`config.mk`:
```
export PLATFORM = sky130hd
export DESIGN_NAME = g6pc_adj_store
export DESIGN_NICKNAME = d
export VERILOG_FILES = /design/src/hdl/g6pc_pkg.sv /design/src/hdl/g6pc_adj_store.sv
export SDC_FILE = /design/constraint.sdc
export NUM_CORES = 2
export LEC_CHECK = 0
export BUFFER_PORTS_ARGS = -buffer_cell sky130_fd_sc_hd__buf_4
export CAP_MARGIN = 10
export CORE_MARGIN = 2
export CORE_UTILIZATION = 63
export DETAILED_ROUTE_END_ITERATION = 16
export GPL_ROUTABILITY_DRIVEN = 0
export PLACE_DENSITY = 0.84
export SYNTH_ARGS = -nofsm -noshare
export SYNTH_HDL_FRONTEND = slang
export SYNTH_SLANG_ARGS = --single-unit
```
`constraint.sdc`:
```
create_clock -name clock -period 8.6 [get_ports clock]
set_input_delay 1.72 -clock clock [delete_from_list [all_inputs] [get_ports clock]]
set_output_delay 1.72 -clock clock [all_outputs]
set_load 0.05 [all_outputs]
```
`src/hdl/g6pc_pkg.sv`:
```
// Shared types and constants for the graph6 check unit for cycles of power-of-two length.
package g6pc_pkg;

   localparam int ROW_BITS       = 64;
   localparam int VTX_BITS       = 6;
   localparam int MAX_VERTICES   = 62;
   localparam int CHAR_BIAS      = 63;
   localparam int BITS_PER_CHAR  = 6;
   localparam int C4_LEN         = 4;
   localparam int FIRST_LONG_LEN = 8;
   localparam int LEN_STEPS      = 3;

   typedef logic [ROW_BITS-1:0] row_type;
   typedef logic [VTX_BITS-1:0] vtx_type;
   typedef logic [1:0]          verdict_type;

   localparam verdict_type VERDICT_NONE = 2'd0;
   localparam verdict_type VERDICT_C4   = 2'd1;
   localparam verdict_type VERDICT_LONG = 2'd2;
   localparam verdict_type VERDICT_BAD  = 2'd3;

   typedef struct packed {
      vtx_type rd_addr;
      logic    wr_en;
      vtx_type wr_addr;
      row_type wr_data;
      logic    clear;
   } adj_req_type;

   typedef struct packed {
      row_type row;
      vtx_type vertex;
      vtx_type cursor;
   } stack_entry_type;

   typedef struct packed {
      logic            wr_en;
      vtx_type         wr_addr;
      stack_entry_type wr_data;
      vtx_type         rd_addr;
   } stack_req_type;

endpackage

```
`src/hdl/g6pc_adj_store.sv`:
```
// Adjacency row memory with per-row valid bits; invalid rows read as zero.
module g6pc_adj_store (
   input  logic                  clock,
   input  logic                  reset,
   input  g6pc_pkg::adj_req_type req,
   output g6pc_pkg::row_type     rd_data
);
   import g6pc_pkg::*;

   row_type                mem [ROW_BITS];
   logic [ROW_BITS-1:0]    valid_ff;
   row_type                rd_q_ff;
   logic                   rd_valid_ff;

   always_ff @(posedge clock) begin
      if (req.wr_en) begin
         mem[req.wr_addr] <= req.wr_data;
      end
      rd_q_ff <= mem[req.rd_addr];
   end

   always_ff @(posedge clock) begin
      if (reset) begin
         valid_ff    <= '0;
         rd_valid_ff <= 1'b0;
      end else begin
         rd_valid_ff <= valid_ff[req.rd_addr];
         if (req.clear) begin
            valid_ff <= '0;
         end else if (req.wr_en) begin
            valid_ff[req.wr_addr] <= 1'b1;
         end
      end
   end

   assign rd_data = rd_valid_ff ? rd_q_ff : '0;

endmodule

```
# Yosys cells after proc, flatten, opt, wreduce, memory -nomap -nowiden
# Memory sizes are Yosys's and may differ from the RTL's. A register that Yosys moved wholly into a read port is not among the register bits.
# Cells that the tools add are included.
[op_classes]
n_reduce_logical = 2
n_addsub = 0
n_shift = 0
n_eq_ne = 0
div_mod_pow = 0
order_cmp = 3
muxes = 7
bitwise_logic = 1
multipliers = 0
[ops]
columns = ["operator", "count"]
rows = [
  ["two-way mux 64 bit", 1],
  ["bitwise OR 64 bit", 1],
  ["< comparator 6 x 7 -> 1 bit (second input constant)", 2],
  ["binary-select mux 1 bit (select 6 bit)", 1],
  ["demux 1 bit (select 6 bit)", 1],
  ["greater-or-equal comparator 6 x 1 -> 1 bit (second input constant)", 1],
  ["two-way mux 1 bit", 4],
  ["OR reduction 2 bit", 1],
  ["logical AND 1 bit", 1],
]
[totals]
latchBits = 0
wordCells = 16
mem_bits_rw = 4096
mem_bits_ro = 0
memories = 1
input_bits = 80
register_bits = 65
[memory_table]
columns = ["memory", "depth", "word_bits", "read_ports", "rd_clocked_by_memory_dff", "wr", "line", "text"]
rows = [
  ["mem", 64, 64, 1, 1, 1, "g6pc_adj_store.sv:10", "row_type mem [ROW_BITS];"],
]

# Longest topological paths before layout
[logic_depth]
word_depth = 5
mapped_depth = 10
mapped_depth_nobuf = 4

# Worst setup path after synthesis
# No wires, ideal clock.
[synth_path]
kind = "input to register"
startpoint = "in req[71] in the netlist's numbering"
endpoint = "mem mem[40][0] in the netlist's numbering, enable pin"
t_arrival_ns = 6.559
setup_ns = 0.567
required_ns = 8.033
path_slack_ns = 1.474
stages = 3
cell_sequence = "nor2b_1 nand2_1 nor3_1"
[synth_via]
elab_chain_cells = 2
[synth_rtl]
columns = ["item", "line", "text"]
rows = [
  ["start: declaration", "g6pc_adj_store.sv:5", "input g6pc_pkg::adj_req_type req,"],
  ["two-way mux 1 bit", "g6pc_adj_store.sv:16", "if (req.wr_en) begin"],
  ["two-way mux 1 bit (implied by the code)", "g6pc_adj_store.sv:17", "mem[req.wr_addr] <= req.wr_data;"],
  ["end: declaration", "g6pc_adj_store.sv:10", ""],
]
# Every way passes these cells.

# Worst setup path after layout
[layout_path]
startpoint = "in req[66] in the netlist's numbering"
endpoint = "mem mem[37][4] in the netlist's numbering, enable pin"
# No word-level cell before the write port.

==> flow_metrics.env <==
export IMPL_crit_family="buffers and inverters"
export IMPL_ys_top_cells_by_area="edfxtp_1, mux4_2, dfxtp_1"
export IMPL_crit_path_max_fanout=36
export IMPL_setup_viol=0
export IMPL_dp_slack_ns=3.03
export IMPL_synth_seq_cells=4225
export IMPL_cts_num_sinks=4225
export IMPL_hold_violations=0
export IMPL_num_vias=83100
export IMPL_clk_pin_slew_worst_paths_ns=0.06
export IMPL_combPwrFrac=0.048
export IMPL_drive_gt1_frac=0.294
export IMPL_timing_rr_start="mem[32][27]"
export IMPL_min_to="valid_ff[14]"
export IMPL_synthArstFlopShare=0
export IMPL_cts_buffer_depth=4
export IMPL_reg2regPathDepth=4
export IMPL_finalSetupTns_ns=0
export IMPL_maxCapViolCount=0
export IMPL_finalCritPeriodShare=0.575
export IMPL_synth_most_common_cell="edfxtp_1"
export IMPL_powerDensity_nw_per_um2=242
export IMPL_syn_num_nets=6677
export IMPL_finalWirelength_mm=499
export IMPL_tightest_slew_ns=1.36
export IMPL_ys_warn_count=0
export IMPL_initial_utilization=0.634
export IMPL_p_switching_mw=9.51
export IMPL_final_area_sq_um=178000
export IMPL_worst_path_buf_inv=3
export IMPL_postCtsHoldBufs=0
export IMPL_power_frac_seq=0.529
export IMPL_p_sw_frac=0.220
export IMPL_die_w_microns=507
export IMPL_slew_headroom=0.0879
export IMPL_report_final_slew_viol_count=0
export IMPL_io_buffers=143
export IMPL_min_from="valid_ff[14]"
export IMPL_setup_ws_ns=3.66
export IMPL_grt_start_max_net_pins=119
export IMPL_max_freq_mhz=202
export IMPL_ys_types=38
export IMPL_grt_first_pass_wirelength_mm=685
export IMPL_synth_common_cells="edfxtp_1, mux4_2, mux2i_1, clkbuf_1, dfxtp_1"
export IMPL_post_cts_buffers=0
export IMPL_drc_errors=0
export IMPL_required_ns=9.18
export IMPL_synth_edf_count=4096
export IMPL_min_path_cells=1
export IMPL_antenna_found_initial=23
export IMPL_syn_area_sq_um=159000
export IMPL_drt_iter0_markers=16400
export IMPL_ys_seq_area_frac=0.788
export IMPL_rsz0062_at_grt="false"
export IMPL_fin_crit_ns=4.94
export IMPL_worst_r2r_setup_slack_ns=6.02
export IMPL_fin_nets=7041
export IMPL_place_area_sq_um=165000
export IMPL_post_cts_resized=0
export IMPL_num_rows=184
export IMPL_status="completed"
export IMPL_wl_per_cell_microns=46.9
export IMPL_cts_buffers=403
export IMPL_ant_nets=0
export IMPL_ios=144
export IMPL_p_int_mw=33.7
export IMPL_finClkSkew_ns=0.102
export IMPL_clkLatencyLatePin_ns=1.00
export IMPL_crit_type="in -> reg"
export IMPL_track_usage=0.392
export IMPL_clkPwrFrac=0.423
export IMPL_grt_ovfl_total=0
export IMPL_holdCritPathClass="reg -> reg"
export IMPL_max_stage_delay_ns=1.00
export IMPL_htree_levels=5
export IMPL_irDropWorstVdd_mv=0.263
export IMPL_die_height_microns=507
export IMPL_die_area_sq_um=257000
export IMPL_worstSetupPathDepth=6
export IMPL_dpl_hpwl_mm=236
export IMPL_worstPathArrival_ns=5.52
export IMPL_synthCells=6597
export IMPL_r2r_end="rd_q_ff[27]"
export IMPL_cts_root_buf="clkbuf_16"
export IMPL_endpoint_kind="flip-flop"
export IMPL_post_route_util=0.709
export IMPL_synth_flop_cell="edfxtp_1"
export IMPL_synth_top_area_frac=0.772
export IMPL_power_leakage_nw=56.1
export IMPL_tritoncts="done"
export IMPL_critPathMostFrequentCell="buf_4"
export IMPL_grt_pass1_vias=85000
export IMPL_via_per_inst=7.80
export IMPL_synth_area_per_cell_sq_um=24.2
export IMPL_synth_area_leader_cell="edfxtp_1"
export IMPL_worstPathCellList="buf_4 -> nor2b_1 -> nand3_1 -> nor2_4 -> buf_4 -> buf_4"
export IMPL_coreArea_sq_um=251000
export IMPL_firstDrtPassIters=6
export IMPL_startpoint_type="primary input"
export IMPL_area_growth_pct=11.8
export IMPL_slowest_stage="buf_4"
## power by group through the flow
stage	logic (mW)	clock network (mW)	registers, mW
after floorplan	1.16	0	23.2
after global placement	1.85	0	23.3
after detailed placement	1.95	0	23.3
after CTS	2.03	18.2	22.9
after global routing	2.11	18.9	22.9
final	2.07	18.3	22.9
## registers in the layout, summed over array words and instances (netlist names)
signal	count
mem	4096
valid_ff	64
rd_valid_ff	1
rd_q_ff	64
## kinds of logic (layout without fill, tap and decap cells)
group                  Yosys count  after routing  share of synthesized area
DFF                           4225           4225                      0.788
other                            0             17                          0
and+or+nand+nor                188            188                    0.00607
buffers and inverters          369           1058                     0.0114
muxes                         1363           1363                      0.174
AOI/OAI and AO/OA              452            452                     0.0205
## worst max path at each step
stage	to	from	slack, ns
6_report	mem[37][4]	req[66]	3.66
5_1_grt	mem[5][38]	req[66]	3.85
4_1_cts	mem[5][38]	req[66]	3.96
3_5_place_dp	mem[5][26]	req[66]	3.03
3_3_place_gp	mem[5][40]	req[66]	3.17
2_1_floorplan	mem[40][0]	req[71]	1.47
## per-layer routing
metal	global-route usage	vias to the layer above	wire, microns	share of wire
met5	0	-	105	0.00021
met4	0.258	16	40600	0.081
met3	0.116	2268	75700	0.15
met2	0.610	9271	237000	0.48
met1	0.486	42300	145000	0.29
li1	-	29200	-	-
## worst reg2reg max path, delay by kind of cell (launching register included)
family             cells  cell delay (ns)
muxes                  2             1.07
AOI/OAI and AO/OA      2             0.83
DFF                    1             0.48
## layout make-up
type / instances / area, sq um
multi-input combinational: 2003 / 32500
antenna: 17 / 42.5
tap: 3348 / 4190
fill: 12800 / 73100
inverter: 3 / 11.3
timing repair buffer: 325 / 2780
sequential: 4225 / 126000
clock inverter: 236 / 2470
clock buffer: 494 / 10700
## metrics by stage
step | power, mW | hold slack, ns | instances
CTS | 43.1 | 0.463 | 10600
detailed placement | 25.2 | 0.448 | 9902
global route | 43.8 | 0.488 | 10600
finish | 43.2 | 0.468 | 10700
global placement | 25.1 | 0.441 | 9902
floorplan | 24.4 | 0.435 | 6597
## placed cells by master, fill, tap and decap left out, types with 17 or more instances in the layout
cell type	Yosys	routed
a211o_1	45	45
a21oi_1	63	63
a221oi_1	41	41
a22o_1	38	38
a22oi_1	22	22
and2_1	69	68
buf_12	0	24
buf_4	49	297
bufinv_16	0	45
clkbuf_1	148	73
clkbuf_16	0	407
clkinv_1	0	65
clkinv_2	0	74
clkinvlp_4	0	24
dfxtp_1	129	128
diode_2	0	17
edfxtp_1	4096	4096
mux2_2	19	19
mux2i_1	216	216
mux4_2	1128	1128
nor2_4	0	61
o21a_1	64	64
o21ai_0	21	21
o22a_1	44	44
o22ai_1	109	109
No activity file was read; power rests on OpenSTA's default activity.
